--- src/hdl/odo_pkg.sv ---
`timescale 1ns / 1ps
// ----------------------------------------------------------------------------
// Wheel odometry package
// Shared widths, constants, the job record between front and back, the
// sequencer states and the CORDIC arctangent table.
// ----------------------------------------------------------------------------
package odo_pkg;

	localparam int TICK_W    = 32;
	localparam int STAMP_W   = 32;
	localparam int CFG_W     = 24;
	localparam int CFG_IDX_W = 2;
	localparam int POS_W     = 32;
	localparam int HEAD_W    = 31;
	localparam int VEL_W     = 32;
	localparam int TRAVEL_W  = 32;
	localparam int DELTA_W   = 34;

	localparam logic [CFG_IDX_W-1:0] REG_DIST_PER_TICK   = 2'd0;
	localparam logic [CFG_IDX_W-1:0] REG_INV_TRACK_WIDTH = 2'd1;

	localparam logic [CFG_W-1:0] DIST_PER_TICK_RST   = 24'd85648;
	localparam logic [CFG_W-1:0] INV_TRACK_WIDTH_RST = 24'd327680;

	localparam int WINDOW_DEF  = 5;
	localparam int QUEUE_DEPTH = 2;

	localparam int ANG_W      = 42;
	localparam int WRAP_STEPS = 11;
	localparam logic [ANG_W-1:0] PI_U     = 42'd843314857;
	localparam logic [ANG_W-1:0] TWO_PI_U = 42'd1686629714;

	localparam int CORDIC_W     = 34;
	localparam int CORDIC_STEPS = 28;
	localparam logic signed [CORDIC_W-1:0] CORDIC_K  = 34'sd652032874;
	localparam logic signed [CORDIC_W-1:0] PI_C      = 34'sd843314857;
	localparam logic signed [CORDIC_W-1:0] HALF_PI_C = 34'sd421657428;

	localparam int TURN_MAG_W = 40;
	localparam logic [TRAVEL_W-2:0] TRAVEL_LIMIT = {(TRAVEL_W-1){1'b1}};
	localparam logic [TURN_MAG_W-1:0] TURN_LIMIT = {TURN_MAG_W{1'b1}};

	localparam int QBITS     = 31;
	localparam int MILLION_W = 20;
	localparam logic [MILLION_W-1:0] MILLION = 20'd1000000;
	localparam logic [QBITS-1:0] VEL_LIMIT = {QBITS{1'b1}};

	typedef struct packed {
		logic signed [DELTA_W-1:0] sum;
		logic signed [DELTA_W-1:0] diff;
		logic [STAMP_W-1:0]        dt;
		logic                      has_dt;
	} odo_job_t;

	typedef enum logic [3:0] {
		ST_IDLE,
		ST_MUL1,
		ST_MUL2,
		ST_MUL3,
		ST_PREP,
		ST_WRAP,
		ST_FOLD,
		ST_CORDIC,
		ST_MUL4,
		ST_ACC
	} odo_state_t;

	function automatic logic signed [CORDIC_W-1:0] atan_step(input logic [4:0] i);
		logic signed [CORDIC_W-1:0] a;
		case (i)
			5'd0: a = 34'sd210828714;
			5'd1: a = 34'sd124459457;
			5'd2: a = 34'sd65760959;
			5'd3: a = 34'sd33381290;
			5'd4: a = 34'sd16755422;
			5'd5: a = 34'sd8385879;
			5'd6: a = 34'sd4193963;
			5'd7: a = 34'sd2097109;
			5'd8: a = 34'sd1048571;
			5'd9: a = 34'sd524287;
			default: a = CORDIC_W'(1) <<< (5'd28 - i);
		endcase
		return a;
	endfunction

endpackage

--- src/hdl/odo_front.sv ---
`timescale 1ns / 1ps
// ----------------------------------------------------------------------------
// Odometry front end
// Accepts tick requests, forms wrapped wheel deltas, side sums and the time
// delta, and queues a job; the first request after reset only latches.
// ----------------------------------------------------------------------------
module odo_front
	import odo_pkg::*;
(
	input  logic                     clk,
	input  logic                     arst_n,
	input  logic                     in_valid,
	output logic                     in_ready,
	input  logic signed [TICK_W-1:0] ticks_front_left,
	input  logic signed [TICK_W-1:0] ticks_rear_left,
	input  logic signed [TICK_W-1:0] ticks_front_right,
	input  logic signed [TICK_W-1:0] ticks_rear_right,
	input  logic [STAMP_W-1:0]       stamp_us,
	input  logic                     q_full,
	output logic                     q_push,
	output odo_job_t                 q_data
);

	logic                     first_q;
	logic signed [TICK_W-1:0] prev_fl_q, prev_rl_q, prev_fr_q, prev_rr_q;
	logic [STAMP_W-1:0]       prev_stamp_q;
	logic signed [TICK_W-1:0] d_fl, d_rl, d_fr, d_rr;
	logic signed [TICK_W:0]   side_l, side_r;
	logic [STAMP_W-1:0]       dt;
	logic                     take;

	assign in_ready = !q_full;
	assign take     = in_valid && in_ready;

	always_comb begin
		d_fl   = ticks_front_left - prev_fl_q;
		d_rl   = ticks_rear_left - prev_rl_q;
		d_fr   = ticks_front_right - prev_fr_q;
		d_rr   = ticks_rear_right - prev_rr_q;
		side_l = (TICK_W+1)'(d_fl) + (TICK_W+1)'(d_rl);
		side_r = (TICK_W+1)'(d_fr) + (TICK_W+1)'(d_rr);
		dt     = stamp_us - prev_stamp_q;
		q_data.sum    = DELTA_W'(side_l) + DELTA_W'(side_r);
		q_data.diff   = DELTA_W'(side_r) - DELTA_W'(side_l);
		q_data.dt     = dt;
		q_data.has_dt = (dt != '0);
		q_push        = take && !first_q;
	end

	always_ff @(posedge clk or negedge arst_n) begin
		if (!arst_n) begin
			first_q <= 1'b1;
		end else if (take) begin
			first_q <= 1'b0;
		end
	end

	// latch counts and time on every request
	always_ff @(posedge clk) begin
		if (take) begin
			prev_fl_q    <= ticks_front_left;
			prev_rl_q    <= ticks_rear_left;
			prev_fr_q    <= ticks_front_right;
			prev_rr_q    <= ticks_rear_right;
			prev_stamp_q <= stamp_us;
		end
	end

endmodule

--- config.mk ---
export PLATFORM = sky130hd
export DESIGN_NAME = odo_front
export DESIGN_NICKNAME = d
export VERILOG_FILES = /design/src/hdl/odo_pkg.sv /design/src/hdl/odo_front.sv
export SDC_FILE = /design/constraint.sdc
export NUM_CORES = 1
export LEC_CHECK = 0
export ABC_AREA = 0
export BUFFER_PORTS_ARGS = -buffer_cell sky130_fd_sc_hd__clkbuf_2
export CAP_MARGIN = 10
export CORE_UTILIZATION = 35
export CTS_BUF_LIST = sky130_fd_sc_hd__clkbuf_8 sky130_fd_sc_hd__clkbuf_16
export CTS_CLUSTER_DIAMETER = 100
export DETAILED_ROUTE_END_ITERATION = 6
export PLACE_DENSITY_LB_ADDON = 0.3
export SKIP_CTS_REPAIR_TIMING = 1
export SLEW_MARGIN = 20
export SYNTH_ARGS = -nofsm -noshare
export SYNTH_HDL_FRONTEND = slang
export SYNTH_SLANG_ARGS = --single-unit
export TNS_END_PERCENT = 100
--- constraint.sdc ---
create_clock -name clk -period 15 [get_ports clk]
set_input_delay 1.5 -clock clk [delete_from_list [all_inputs] [get_ports clk]]
set_output_delay 1.5 -clock clk [all_outputs]
set_load 0.02 [all_outputs]
==> flow_summary.json <==
{
  "min_to": "first_q$_DFFE_PN1P_",
  "io_buffers": 266,
  "cts_tree": "done",
  "critPathMaxFanout": 9,
  "hold_depth": 1,
  "clk_pin_slew_ns": 0.07,
  "worstRegToRegCells": 1,
  "hold_start": "first_q$_DFFE_PN1P_",
  "avgSynthCellArea_um2": 8.59,
  "cp_slowest_cell": "o41ai_1",
  "hold_ws_ns": 0.486,
  "multi_input_area_um2": 12900,
  "dieArea_um2": 54900,
  "synth_nets": 2658,
  "fill_cells": 5337,
  "r2r_slack_ns": 14.28,
  "area_growth_pct": 14.2,
  "synth-compound-area-share_pct": 23.7,
  "cts_buffers": 17,
  "hold_path_class": "reg -> reg",
  "chipWidth_um": 234,
  "wl_per_cell_um": 15.7,
  "fin_skew_ns": 0,
  "vias": 16400,
  "grt-ovfl-total": 0,
  "cp_data_arrival_time_ns": 8.53,
  "fin_crit_sh_pct": 66.9,
  "slew_violations": 0,
  "synth_edf_count": 160,
  "dp_hpwl_mm": 40.7,
  "max_stage_delay_ns": 0.58,
  "ios": 267,
  "seqCellArea_um2": 4830,
  "synth_top_family_by_area": "compound AO/OA/AOI/OAI gates",
  "final_cells": 3152,
  "slew-limit-headroom_pct": 36.0,
  "grt_max_degree": 162,
  "drc": 0,
  "tns_ns": 0,
  "ys_types": 72,
  "root_buffer": "clkbuf_16",
  "reg2reg_from": "first_q$_DFFE_PN1P_",
  "endpoint_kind": "primary output",
  "synth_cells": 2200,
  "antenna_found_initial": 8,
  "crit_required_ns": 13.50,
  "ys_seq_area_share_pct": 25.6,
  "reg2reg_to": "first_q$_DFFE_PN1P_",
  "synthMuxAreaShare_pct": 0,
  "netlist_area_um2": 18900,
  "die_y_um": 234,
  "layout.nets": 2909,
  "rows": 84,
  "grt_pass1_wl_mm": 78.4,
  "setup_viol_count_final": 0,
  "tightest_slew_ns": 0.960,
  "cts.sinks": 161,
  "synth_xor_area_share_pct": 11.9,
  "ys.flop_type": "edfxtp_1",
  "yosysTopAreaCell": "edfxtp_1",
  "ys_seq_elements": 161,
  "rsz0062_at_grt": "false",
  "firstDrtPassIters": 5,
  "synth-simple-area-share_pct": 12.9,
  "grt_pass1_vias": 16200,
  "clock_latency_ns": 0.49,
  "max_freq_mhz": 99.7,
  "vias_per_cell": 5.21,
  "cap_viol_max_count": 0,
  "fin_crit_ns": 10.03,
  "drive_gt1_share_pct": 13.3,
  "clockBufferDepth": 2,
  "synthAdderAreaFrac_pct": 19.8,
  "track_usage_pct": 18.1,
  "ant_nets": 0,
  "core-area_um2": 53000,
  "drt-initial-drc-count": 740,
  "synthTopCellsByArea": "edfxtp_1 (25%), ha_1 (19%), xnor2_1 (9.0%), a21oi_1 (6.0%), inv_1 (5.3%)",
  "hold_viol": 0,
  "synth_top_area_share_pct": 25.4,
  "postSynth.asyncResetShare_pct": 0.621,
  "synth_warnings": 0,
  "status": "finished, final reports clean",
  "routed_wl_mm": 49.6,
  "critPathKind": "in -> out",
  "place_inst": 3120,
  "antenna_cells": 0,
  "start_util_pct": 35.7,
  "cp-start-kind": "input pin",
  "gp_congestion": 0.914,
  "h-tree-depth": 4
}
-- state kept, by name, summed over array words and instances, names as in the netlist --
| signal | cells |
|---|---|
| prev_rr_q | 32 |
| prev_stamp_q | 32 |
| prev_fl_q | 32 |
| prev_rl_q | 32 |
| prev_fr_q | 32 |
| first_q | 1 |
-- placed cells by master (no fill, tap or decap), types with 5 or more instances in the layout --
cell type  instances
a211o_1            5
a211oi_1          23
a21boi_0          10
a21o_1           108
a21oi_1          225
a221oi_1           7
a31o_2             5
a31oi_1           14
and2_1             8
and3_1            14
clkbuf_16         17
clkbuf_2         266
edfxtp_1         160
fa_1               9
ha_1             285
inv_1            269
nand2_1           92
nand2b_1          40
nand3_1           34
nand4_1           17
nor2_1           171
nor2b_1           36
nor3_1            35
nor4_1            11
o2111ai_1          6
o211ai_1          12
o21a_1            39
o21ai_0          100
o21bai_1          51
o31a_1             6
o31ai_1           15
o41ai_1            6
or2_2              9
or3_1             14
or4_1              6
xnor2_1          194
xor2_1            63
-- per-layer routing --
| metal | wire length, um | global-route usage, % | vias up |
|---|---|---|---|
| met5 | 107 | 0 | - |
| met2 | 22800 | 30.2 | 364 |
| met1 | 22600 | 22.4 | 7606 |
| met4 | 1290 | 6.77 | 16 |
| li1 | - | - | 8359 |
| met3 | 2820 | 4.33 | 86 |
-- critical path: cells and delay by family --
kind / cells / cell delay, ns
XOR/XNOR: 2 / 0.27
AND/OR/NAND/NOR: 7 / 1.40
buffers and inverters: 4 / 0.41
AO/OA/AOI/OAI: 14 / 3.56
adder cells (fa/ha/maj): 4 / 1.40
-- metrics by stage --
| stage | utilization [%] | cell area [um2] | worst slack, ns |
|---|---|---|---|
| finish | 40.7 | 21600 | 4.97 |
| global route | 40.7 | 21600 | 4.34 |
| CTS | 40.7 | 21600 | 4.96 |
| detailed placement | 39.6 | 21000 | 5.00 |
| global placement | 39.6 | 21000 | 5.08 |
| floorplan | - | 18900 | 4.14 |
-- worst max-delay path by stage --
stage                          from          to  depth (start not counted)
6_report       ticks_front_right[0]  q_data[60]                         31
5_1_grt        ticks_front_right[1]  q_data[60]                         29
4_1_cts        ticks_front_right[0]  q_data[60]                         31
3_5_place_dp   ticks_front_right[0]  q_data[60]                         31
3_3_place_gp   ticks_front_right[0]  q_data[63]                         32
2_1_floorplan                q_full      q_push                          2
-- synth_stat cells (4+ instances only) --
cell type and count:
a211o_1 5, a211oi_1 23, a21boi_0 10, a21o_1 108
a21oi_1 225, a221oi_1 7, a311o_1 4, a31o_2 5
a31oi_1 14, and2_1 8, and3_1 14, and4_1 4
buf_1 4, clkbuf_1 28, edfxtp_1 160, fa_1 9
ha_1 285, inv_1 268, nand2_1 92, nand2b_1 40
nand3_1 34, nand4_1 17, nor2_1 171, nor2b_1 37
nor3_1 35, nor4_1 11, o2111ai_1 6, o211ai_1 12
o21a_1 39, o21ai_0 100, o21bai_1 51, o31a_1 6
o31ai_1 15, o41a_1 4, o41ai_1 6, or2_2 9
or3_1 14, or4_1 6, xnor2_1 194, xor2_1 63
-- area by class of cell --
| type | count | share of cell area [%] |
|---|---|---|
| clock buffers | 17 | 1.97 |
| clock inverters | 15 | 0.818 |
| inverters | 268 | 4.66 |
| multi-input cells | 1736 | 59.9 |
| flip-flops and latches | 161 | 22.4 |
| well taps | 688 | 3.99 |
| repair buffers | 267 | 6.26 |
-- logic make-up (layout without fill, tap and decap cells) --
kind of cell	after synthesis	after routing
compound gates	683	683
xor+xnor	257	257
fa+ha+maj	294	294
buf+inv	303	567
flops	161	161
simple gates	502	502
Power is not shown: default switching activity piles up to over one toggle a cycle in this logic, so the estimate is an artifact.
