**src/hdl/odo_pkg.sv**
```systemverilog
`timescale 1ns / 1ps
// ----------------------------------------------------------------------------
// Wheel odometry package
// Shared widths, constants, the job record between front and back, the
// sequencer states and the CORDIC arctangent table.
// ----------------------------------------------------------------------------
package odo_pkg;

	localparam int TICK_W    = 32;
	localparam int STAMP_W   = 32;
	localparam int CFG_W     = 24;
	localparam int CFG_IDX_W = 2;
	localparam int POS_W     = 32;
	localparam int HEAD_W    = 31;
	localparam int VEL_W     = 32;
	localparam int TRAVEL_W  = 32;
	localparam int DELTA_W   = 34;

	localparam logic [CFG_IDX_W-1:0] REG_DIST_PER_TICK   = 2'd0;
	localparam logic [CFG_IDX_W-1:0] REG_INV_TRACK_WIDTH = 2'd1;

	localparam logic [CFG_W-1:0] DIST_PER_TICK_RST   = 24'd85648;
	localparam logic [CFG_W-1:0] INV_TRACK_WIDTH_RST = 24'd327680;

	localparam int WINDOW_DEF  = 5;
	localparam int QUEUE_DEPTH = 2;

	localparam int ANG_W      = 42;
	localparam int WRAP_STEPS = 11;
	localparam logic [ANG_W-1:0] PI_U     = 42'd843314857;
	localparam logic [ANG_W-1:0] TWO_PI_U = 42'd1686629714;

	localparam int CORDIC_W     = 34;
	localparam int CORDIC_STEPS = 28;
	localparam logic signed [CORDIC_W-1:0] CORDIC_K  = 34'sd652032874;
	localparam logic signed [CORDIC_W-1:0] PI_C      = 34'sd843314857;
	localparam logic signed [CORDIC_W-1:0] HALF_PI_C = 34'sd421657428;

	localparam int TURN_MAG_W = 40;
	localparam logic [TRAVEL_W-2:0] TRAVEL_LIMIT = {(TRAVEL_W-1){1'b1}};
	localparam logic [TURN_MAG_W-1:0] TURN_LIMIT = {TURN_MAG_W{1'b1}};

	localparam int QBITS     = 31;
	localparam int MILLION_W = 20;
	localparam logic [MILLION_W-1:0] MILLION = 20'd1000000;
	localparam logic [QBITS-1:0] VEL_LIMIT = {QBITS{1'b1}};

	typedef struct packed {
		logic signed [DELTA_W-1:0] sum;
		logic signed [DELTA_W-1:0] diff;
		logic [STAMP_W-1:0]        dt;
		logic                      has_dt;
	} odo_job_t;

	typedef enum logic [3:0] {
		ST_IDLE,
		ST_MUL1,
		ST_MUL2,
		ST_MUL3,
		ST_PREP,
		ST_WRAP,
		ST_FOLD,
		ST_CORDIC,
		ST_MUL4,
		ST_ACC
	} odo_state_t;

	function automatic logic signed [CORDIC_W-1:0] atan_step(input logic [4:0] i);
		logic signed [CORDIC_W-1:0] a;
		case (i)
			5'd0: a = 34'sd210828714;
			5'd1: a = 34'sd124459457;
			5'd2: a = 34'sd65760959;
			5'd3: a = 34'sd33381290;
			5'd4: a = 34'sd16755422;
			5'd5: a = 34'sd8385879;
			5'd6: a = 34'sd4193963;
			5'd7: a = 34'sd2097109;
			5'd8: a = 34'sd1048571;
			5'd9: a = 34'sd524287;
			default: a = CORDIC_W'(1) <<< (5'd28 - i);
		endcase
		return a;
	endfunction

endpackage

```
**src/hdl/odo_queue.sv**
```systemverilog
`timescale 1ns / 1ps
// ----------------------------------------------------------------------------
// Odometry job queue
// Short FIFO that decouples the front end from the back end.
// ----------------------------------------------------------------------------
module odo_queue
	import odo_pkg::*;
#(
	parameter int DEPTH = QUEUE_DEPTH
) (
	input  logic     clk,
	input  logic     arst_n,
	input  logic     push,
	input  odo_job_t push_data,
	output logic     full,
	input  logic     pop,
	output odo_job_t pop_data,
	output logic     empty
);

	localparam int PTR_W = (DEPTH > 1) ? $clog2(DEPTH) : 1;
	localparam int CNT_W = $clog2(DEPTH + 1);

	odo_job_t          mem_q [DEPTH];
	logic [PTR_W-1:0]  wr_q, rd_q;
	logic [CNT_W-1:0]  cnt_q;

	assign full     = (cnt_q == CNT_W'(DEPTH));
	assign empty    = (cnt_q == '0);
	assign pop_data = mem_q[rd_q];

	always_ff @(posedge clk or negedge arst_n) begin
		if (!arst_n) begin
			wr_q  <= '0;
			rd_q  <= '0;
			cnt_q <= '0;
		end else begin
			if (push) begin
				wr_q <= (wr_q == PTR_W'(DEPTH - 1)) ? '0 : wr_q + 1'b1;
			end
			if (pop) begin
				rd_q <= (rd_q == PTR_W'(DEPTH - 1)) ? '0 : rd_q + 1'b1;
			end
			if (push && !pop) begin
				cnt_q <= cnt_q + 1'b1;
			end else if (pop && !push) begin
				cnt_q <= cnt_q - 1'b1;
			end
		end
	end

	always_ff @(posedge clk) begin
		if (push) begin
			mem_q[wr_q] <= push_data;
		end
	end

endmodule

```
**config.mk**
```make
export PLATFORM = sky130hd
export DESIGN_NAME = odo_queue
export DESIGN_NICKNAME = d
export VERILOG_FILES = /design/src/hdl/odo_pkg.sv /design/src/hdl/odo_queue.sv
export SDC_FILE = /design/constraint.sdc
export NUM_CORES = 1
export LEC_CHECK = 0
export BUFFER_PORTS_ARGS = -buffer_cell sky130_fd_sc_hd__buf_2
export CELL_PAD_IN_SITES_DETAIL_PLACEMENT = 1
export CELL_PAD_IN_SITES_GLOBAL_PLACEMENT = 2
export CORE_UTILIZATION = 39
export DETAILED_ROUTE_END_ITERATION = 8
export GPL_TIMING_DRIVEN = 0
export PLACE_DENSITY_LB_ADDON = 0.1
export SETUP_SLACK_MARGIN = 0.5
export SYNTH_ARGS = -nofsm -noshare
export SYNTH_HDL_FRONTEND = slang
export SYNTH_SLANG_ARGS = --single-unit
export TNS_END_PERCENT = 20
```
**constraint.sdc**
```tcl
create_clock -name clk -period 7.65 [get_ports clk]
set_clock_uncertainty 0.15 [all_clocks]
set_input_delay 1.1475 -clock clk [delete_from_list [all_inputs] [get_ports clk]]
set_output_delay 1.1475 -clock clk [all_outputs]
set_load 0.01 [all_outputs]
```
==> flow_summary.ini, run 1 <==
[floorplanning]
pin_count = 208
fp.dieH_um = 143
die_w_um = 143
die-area_um2 = 20600
start_util_pct = 39.9
fp-row-count = 51
coreArea_um2 = 19500

[worst_setup_path]
regToRegEndpoint = mem_q[0][61]
path_cells = buf_4 -> buf_6 -> mux2_4 -> buf_2
crit_path_end_kind = primary output
crit_required_ns = 6.35
slowest_delay_ns = 0.35
worstSetupPathType = reg2out
r2r_setup_slack_ns = 5.62
startpoint = rd_q
crit_slowest_cell = dfrtp_1
worstPathArrival_ns = 1.78
startpoint_type = flip-flop
timing.rr.start = wr_q
cp_max_fo = 10
ff2ff_path_depth = 3

[synthesis]
synthFlopType = edfxtp_1
synthDistinctLibCells = 14
synth_top_cell_by_area = edfxtp_1
netlist_area_um2 = 7800
synth_warnings = 0
synthCells = 330
yosysMostFrequentCell = edfxtp_1
synth_edf_count = 202
synthArstFlopShare_pct = 1.94
ys_seq_area_share_pct = 79.1
syn-num-nets = 436
synth.area.top_cells = edfxtp_1 (78%), mux2_4 (15%), mux2_2 (3.0%)
syn_area_per_cell_um2 = 23.6
synth_commonest_cells = edfxtp_1 (202), mux2_4 (80), mux2_2 (21), buf_6 (8)
synth_top_area_share_pct = 77.8
ys_ff_latch = 206

[clock_network]
clockBufferDepth = 3
cts_tree = built
postCtsSetupRepairBufs = 0
cts_resized = 0
numCtsBuffers = 23
hold_buffers = 0
htree_levels = 1
clock_latency_ns = 0.48
cts.sinks = 206
cts.clk_slew.worst_paths_ns = 0.06
cts-root-buf = clkbuf_16

[place]
numPortBuffers = 207
dpl.hpwl_um = 10100
place.gp.congestion = 0.685

[grt]
grt_start_max_net_pins = 62
first_global_vias = 4187
grt.overflow.total = 0
gr-usage-all-layers_pct = 14.3
antenna_found_initial = 3
grt_pass1_wl_um = 22100

[timing]
finalMaxSlewViolations = 0
period_share_pct = 40.3
fmax_mhz = 325
tightest_slew_ns = 0.894
period_needed_ns = 3.08
rsz0062_at_grt = false
whs_ns = 0.310
worst_slew_margin_rel_pct = 40.4
hold_viol = 0
setup_violations = 0

[finish]
diodes = 0
layout.nets = 672
fin_util_pct = 50.7
drive_above_1_share_pct = 60.2
seq_area_um2 = 6170
multi_input_area_um2 = 1530
fill_cells = 1881
area_growth_syn_to_layout_pct = 27.0

[route]
dr.first_iter.drc_count = 111
wire_per_inst_um = 17.4
dr.pass1.iters = 4
dr_total_vias = 3857
vias_per_cell = 4.56
postRouteAntennaNets = 0
wirelength_um = 14700
remaining_drc_errors = 0

[power_and_ir_drop]
power.total_w = 0.00367
p_leak_nw = 3.96
p_per_area_nw_per_um2 = 371
ir_drop_uv = 175

[run_status]
status = finished clean

[hold_path]
hold_class = in2async

[job]
max-cap-violations = 0
-- layer usage --
metal | part of all wire [%] | vias to the layer above | track usage [%]
met1 | 37 | 1901 | 15.7
met3 | 9.3 | 29 | 5.53
met4 | 1.9 | 6 | 4.37
li1 | - | 1779 | -
met2 | 52 | 142 | 25.2
met5 | 0.22 | - | 0
-- cell usage in the layout (no fill, tap or decap) --
cell type	instances
dfrtp_1	4
mux2_4	80
nor2b_1	1
clkbuf_1	11
nor2b_4	1
buf_16	1
buf_6	8
mux2_2	21
xnor2_1	1
clkinv_1	4
clkbuf_16	23
inv_1	1
xor2_1	4
buf_12	3
nor2_1	2
and2_4	1
ha_1	1
buf_4	1
buf_2	209
clkinv_2	2
edfxtp_1	202
-- sequential cells by signal, summed over array words and instances (netlist names) --
signal	flops
rd_q	1
mem_q	202
cnt_q	2
wr_q	1
-- final cells by class --
cell class	count	area share [%]
timing repair buffer	211	11.3
clock inverter	6	0.253
buffer	11	1.09
clock buffer	34	6.23
sequential	206	62.3
tap	265	3.35
multi-input combinational	112	15.4
inverter	1	0.0379
-- critical path, delay by kind of cell, from the launching register on --
family                 cells  cell delay, ns
muxes                      1            0.32
buffers and inverters      3            0.63
DFF                        1            0.35
-- metrics by stage --
stage | setup TNS [ns] | setup slack (ns) | instances | instance area [µm²]
floorplan | 0 | 1.38 | 330 | 7800
global placement | -166.35 | -1.65 | 802 | 9170
detailed placement | 0 | 4.67 | 806 | 9260
CTS | 0 | 4.51 | 846 | 9900
global route | 0 | 4.49 | 846 | 9900
finish | 0 | 4.57 | 846 | 9900
-- how the worst max path moves through the flow --
stage | slack, ns | depth (start not counted) | endpoint
floorplan | 1.38 | 1 | mem_q[0][0]
global placement | -1.65 | 2 | mem_q[0][89]
detailed placement | 4.67 | 4 | mem_q[0][41]
CTS | 4.51 | 4 | pop_data[57]
global route | 4.49 | 4 | pop_data[17]
finish | 4.57 | 4 | pop_data[57]
-- kinds of logic after synthesis --
kind of cell / after synthesis / share of synthesized area [%]
AND/OR/NAND/NOR: 5 / 0.337
XOR/XNOR: 5 / 0.562
multiplexers: 101 / 18.4
flip-flops: 206 / 79.1
adder cells (fa/ha/maj): 1 / 0.160
buffers and inverters: 12 / 1.43
-- report_power, final --
| group | switching (W) | internal, W | total (W) |
|---|---|---|---|
| registers | 0.0000566 | 0.00150 | 0.00155 |
| logic | 0.000575 | 0.000601 | 0.00118 |
| clock network | 0.000389 | 0.000553 | 0.000943 |
| total | 0.00102 | 0.00265 | 0.00367 |
(Power assumes the default switching activity.)
==> inputs of run 2 (changes only) <==
- ABC_AREA: not set -> 1
- CORE_UTILIZATION: 39 -> 35
- clock period: 7.65 -> 2.7 ns (I/O delays scaled with it)
==> run 2 against run 1 <==
Compared with the run above: sequential share of layout area shrank 7.3 points; count of clock-buffer cells in the layout fell by 2; register-to-register slack lost 4.9 ns; combinational power rose to 3.1 times the previous value; final cell count rose by 16%; area after synthesis increased by 0.26%; setup slack got worse by 4.1 ns; clock power rose to 3.3 times the previous value; synthesized cell count increased by 2.7%; critical endpoint is now pop_data[55].
==> flow_summary.ini, run 2 <==
[floorplanning]
fp-row-count = 54
coreArea_um2 = 21900
fp.dieH_um = 151
pin_count = 208
die-area_um2 = 22900
start_util_pct = 35.7
die_w_um = 151

[power_and_ir_drop]
p_per_area_nw_per_um2 = 991
ir_drop_uv = 605
p_leak_nw = 4.52

[run_status]
status = finished clean

[timing]
period_share_pct = 83.6
setup_violations = 0
period_needed_ns = 2.26
hold_viol = 0
worst_slew_margin_rel_pct = 46.4
rsz0062_at_grt = true
fmax_mhz = 443
finalMaxSlewViolations = 0
tightest_slew_ns = 0.802

[worst_setup_path]
worstPathArrival_ns = 1.70
path_cells = buf_12 -> buf_8 -> mux2_4 -> buf_2
crit_path_end_kind = primary output
cp_num_cells = 4
path_buf_inv = 3
ff2ff_path_depth = 3
worstSetupPathType = reg2out
crit_required_ns = 2.14
crit_family = buffers and inverters
startpoint_type = flip-flop
cp_max_fo = 10
crit_slowest_cell = dfrtp_1
slowest_delay_ns = 0.39

[grt]
antenna_found_initial = 0
grt_pass1_wl_um = 24100
first_global_vias = 4734
gr-usage-all-layers_pct = 13.8
grt_start_max_net_pins = 38
grt.overflow.total = 0

[finish]
diodes = 0
drive_above_1_share_pct = 51.6
design_area_um2 = 11200
area_growth_syn_to_layout_pct = 43.4
layout.nets = 788
largest_reg_flops = 202
layout_commonest_cell = buf_2
most-common-layout-cells = buf_2 (208), edfxtp_1 (202), dlygate4sd3_1 (103), mux2_4 (80), clkbuf_16 (25)
largest_register = mem_q
top_regs = mem_q x202, cnt_q x2
fin_util_pct = 51.2

[route]
dr.pass1.iters = 4
dr_total_vias = 4277
dr.first_iter.drc_count = 78
wirelength_um = 16100
postRouteAntennaNets = 0
remaining_drc_errors = 0
wire_per_inst_um = 16.4
vias_per_cell = 4.36

[synthesis]
ys_ff_latch = 206
synthArstFlopShare_pct = 1.94
netlist_area_um2 = 7820
synth.area.top_cells = edfxtp_1 (78%), mux2_4 (15%), mux2_2 (3.0%)
syn_area_per_cell_um2 = 23.1
synth_commonest_cells = edfxtp_1 (202), mux2_4 (80), mux2_2 (21), buf_6 (8), inv_1 (7)
yosysMostFrequentCell = edfxtp_1
synth_top_cell_by_area = edfxtp_1
syn-num-nets = 445
ys_seq_area_share_pct = 78.9
synthDistinctLibCells = 15
synth_edf_count = 202
synthFlopType = edfxtp_1
synth_top_area_share_pct = 77.6
synthCells = 339
synth_warnings = 0

[clock_network]
cts-root-buf = clkbuf_16
cts_tree = built
cts.sinks = 206
numCtsBuffers = 24
clock_latency_ns = 0.49
clockBufferDepth = 3
htree_levels = 1
cts.clk_slew.worst_paths_ns = 0.05

[place]
place.gp.congestion = 0.723
dpl.hpwl_um = 10600
numPortBuffers = 207
post_dp_cell_area_um2 = 9360

[job]
max-cap-violations = 0

[hold_path]
min_path_cells = 2
hold_class = in2reg
==> run 2: changes by cell type in the layout (fill, tap and decap cells not counted), sizes merged <==
cell / before / now
clkinvlp: 0 / 1
clkbuf: 34 / 33
nand3: 0 / 1
bufinv: 0 / 2
xor2: 4 / 2
nand4: 0 / 1
nand2: 0 / 5
buf: 222 / 224
nor2: 2 / 3
nor2b: 2 / 0
inv: 1 / 7
dlygate4sd3: 0 / 103
clkinv: 6 / 9
and2: 1 / 0
==> run 2: where the power goes <==
group | switching, W | total [W] | internal, W | leakage [nW]
logic | 0.00170 | 0.00363 | 0.00193 | 2.20
registers | 0.000166 | 0.00441 | 0.00424 | 1.94
clock network | 0.00119 | 0.00307 | 0.00188 | 0.370
==> run 2: layer usage <==
layer | global-route usage [%] | wire length [µm]
met1 | 15.2 | 6130
met2 | 25.8 | 8680
met3 | 3.74 | 957
met4 | 4.20 | 344
met5 | 0 | 0
==> run 2: repair_timing <==
action                                 4_1_cts  5_1_grt
setup endpoints to repair                   94      101
hold buffers                               103        0
buffers inserted                             1        0
gates resized for setup                     12        1
endpoints found under the hold margin      207        0
==> run 2: final timing paths <==
check,from,end,slack [ns]
setup / recovery,rd_q,pop_data[55],0.44
setup reg to reg,wr_q,mem_q[1][44],0.70
max in group asynchronous,arst_n,rd_q,2.13
min in group asynchronous,arst_n,cnt_q[1],0.13
hold reg to reg,cnt_q[1],cnt_q[1],0.38
hold / removal,push,wr_q,0.05
==> run 2: cell families after synthesis <==
| family | after synthesis | share of synthesized area, % |
|---|---|---|
| DFF | 206 | 78.9 |
| muxes | 101 | 18.4 |
| buffers and inverters | 18 | 1.71 |
| and+or+nand+nor | 10 | 0.528 |
| xor gates and xnor gates | 3 | 0.336 |
| adders and majority gates | 1 | 0.160 |
==> run 2: cell type report <==
type,instances,area [µm²]
Clock inverter,12,110
Tap cell,280,350
Sequential cell,206,6170
Multi-Input combinational cell,115,1530
Clock buffer,32,652
Inverter,7,32.5
Fill cell,2102,10700
Buffer,11,158
Timing Repair Buffer,317,2220
==> run 2: per-stage QoR <==
| step | hold slack [ns] | setup WS [ns] | std cells | setup TNS (ns) | power (W) |
|---|---|---|---|---|---|
| after floorplan | -0.0406 | 0.184 | 339 | 0 | 0.00669 |
| final | 0.0527 | 0.443 | 980 | 0 | 0.0111 |
| after CTS | 0.0304 | 0.398 | 980 | 0 | 0.0113 |
| after detailed placement | 0.0743 | 0.465 | 832 | 0 | 0.00798 |
| after global routing | 0.0423 | 0.355 | 980 | 0 | 0.0117 |
| after global placement | 0.0681 | -0.989 | 826 | -190.00 | 0.00782 |
==> run 2: worst register-to-register path, stage by stage, from the launching register on <==
cell and delay [ns]:
dfrtp_1 0.43, nand2_2 0.10, clkinvlp_4 0.58, buf_12 0.45
==> inputs of run 3 (changes only) <==
- clock period: 2.7 -> 1.89 ns (I/O delays scaled with it)
==> run 3 against run 2 <==
Compared with the run above: the flow now finishes with violations (negative setup slack); hold slack worse by 0.017 ns; via count up 0.54%; sequential share of layout area down 2.1 points; combinational power up 71%; count of clock-buffer cells in the layout down 5; clock power up 36%; largest cell class unchanged.
==> flow_summary.ini, run 3 (synthesis results as in run 2) <==
[worst_setup_path]
crit_path_end_kind = primary output
crit_family = buffers and inverters
cp_common_cell = clkbuf_16
path_cells = clkbuf_16 -> clkbuf_16 -> mux2_4 -> buf_2
cp_num_cells = 4
slowest_delay_ns = 0.45
worstPathArrival_ns = 1.73
crit_slowest_cell = dfrtp_2
path_buf_inv = 3
cp_max_fo = 6
startpoint_type = flip-flop
ff2ff_path_depth = 3
crit_required_ns = 1.46
worstSetupPathType = reg2out

[clock_network]
cts.sinks = 206
clock_latency_ns = 0.50
clockBufferDepth = 3
numCtsBuffers = 23
htree_levels = 1
cts_tree = built
cts.clk_slew.worst_paths_ns = 0.06
cts-root-buf = clkbuf_16
postCtsSetupRepairBufs = 0

[route]
wl_met1_um = 6710
dr_total_vias = 4300
dr.pass1.iters = 4
postRouteAntennaNets = 0
wire_per_inst_um = 16.8
dr.first_iter.drc_count = 52
remaining_drc_errors = 0
wirelength_um = 16400
top_layer_used = met4
wl_met3_um = 1160
vias_per_cell = 4.39
wl_met2_um = 8320

[timing]
tightest_slew_ns = 0.686
period_share_pct = 115
fmax_mhz = 461
period_needed_ns = 2.17
postLayoutSetupSlackWorst_ns = -0.277
worst_slew_margin_rel_pct = 54.2
hold_viol = 0
setup_violations = 126
rsz0062_at_grt = true
finalMaxSlewViolations = 0

[power_and_ir_drop]
p_switching_w = 0.00457
power.total_w = 0.0167
swShare_pct = 27.4
ir_drop_uv = 740
p_per_area_nw_per_um2 = 1430
pwr-share-clk_pct = 25.1
power_frac_comb_pct = 37.2
internal_power_w = 0.0121
p_leak_nw = 4.66
seq_power_share_pct = 37.8

[place]
place.gp.congestion = 0.689
placedCellCount = 832
dpl.hpwl_um = 10300
numPortBuffers = 207

[finish]
diodes = 0
largest_register = mem_q
seq_area_um2 = 6170
layout_commonest_cell = edfxtp_1
fin_cells = 980
multi_input_area_um2 = 1530
most-common-layout-cells = edfxtp_1 (202), buf_2 (147), dlygate4sd3_1 (105), mux2_4 (80), buf_6 (60)
area_growth_syn_to_layout_pct = 49.1
drive_above_1_share_pct = 52.3
largest_reg_flops = 202
fill_cells = 2036
layout.nets = 791
top_regs = mem_q x202, cnt_q x2

[floorplanning]
fp.dieH_um = 151
coreArea_um2 = 21900
die-area_um2 = 22900
pin_count = 208
fp-row-count = 54
die_w_um = 151
start_util_pct = 35.7

[hold_path]
hold_class = in2reg
min_path_cells = 3

[grt]
gr-usage-all-layers_pct = 13.8
antenna_found_initial = 0
grt_start_max_net_pins = 36
grt.overflow.total = 0
grt_pass1_wl_um = 24100
first_global_vias = 4653

[run_status]
violations = negative setup slack
status = finished with violations

[job]
max-cap-violations = 0
## run 3: changes by cell type in the layout (fill, tap and decap cells not counted), sizes merged
cell,delta
clkinvlp,+1
clkbuf,-1
dlygate4sd3,+2
buf,-2
## run 3: final timing paths
| kind | startpoint | end | slack (ns) |
|---|---|---|---|
| worst max-delay path | rd_q | pop_data[33] | -0.28 |
| worst min-delay path | push | cnt_q[0] | 0.04 |
| worst max register to register | wr_q | mem_q[0][22] | -0.08 |
| worst min register to register | wr_q | wr_q | 0.37 |
| max in group asynchronous | arst_n | wr_q | 0.82 |
| min in group asynchronous | arst_n | rd_q | 0.57 |
## run 3: tightest hold or removal path, stage by stage
cell and delay (ns):
buf_2 0.12, ha_1 0.18, xnor2_1 0.07
## run 3: timing repair
action	4_1_cts	5_1_grt
gates resized for setup	15	78
setup endpoints to repair	305	305
hold endpoints to repair	208	0
pin swaps	2	3
gates cloned	0	3
hold buffers	105	0
## run 3: area by class of cell
cell class,count,area share (%)
multi-input combinational,115,13.1
timing repair buffer,321,22.9
clock inverter,13,1.01
tap,280,3.01
clock buffer,27,5.07
sequential,206,52.9
inverter,7,0.258
buffer,11,1.67
## run 3: per-layer routing
metal	GRT usage, %	vias to the layer above
li1	-	2026
met1	16.2	2125
met2	24.4	132
met3	3.98	17
met4	3.75	0
met5	0	-
## run 3: per-stage QoR
stage / hold slack [ns] / setup WS, ns / util (%) / TNS [ns] / instance area, µm²
3_5_place_dp: -0.0492 / -0.223 / 42.7 / -5.52 / 9340
6_report: 0.0358 / -0.277 / 53.2 / -26.21 / 11700
3_3_place_gp: -0.0525 / -1.69 / 42.1 / -334.49 / 9220
4_1_cts: 0.0232 / -0.310 / 51.0 / -33.05 / 11200
5_1_grt: 0.0458 / -0.332 / 53.2 / -35.87 / 11700
2_1_floorplan: -0.162 / -0.626 / - / -123.70 / 7830
## run 3: power groups by stage
stage	Sequential (W)	Clock [W]	Combinational [W]
floorplan	0.00636	0	0.00320
global placement	0.00642	0	0.00477
detailed placement	0.00638	0	0.00497
CTS	0.00630	0.00432	0.00532
global route	0.00639	0.00449	0.00663
finish	0.00631	0.00419	0.00620
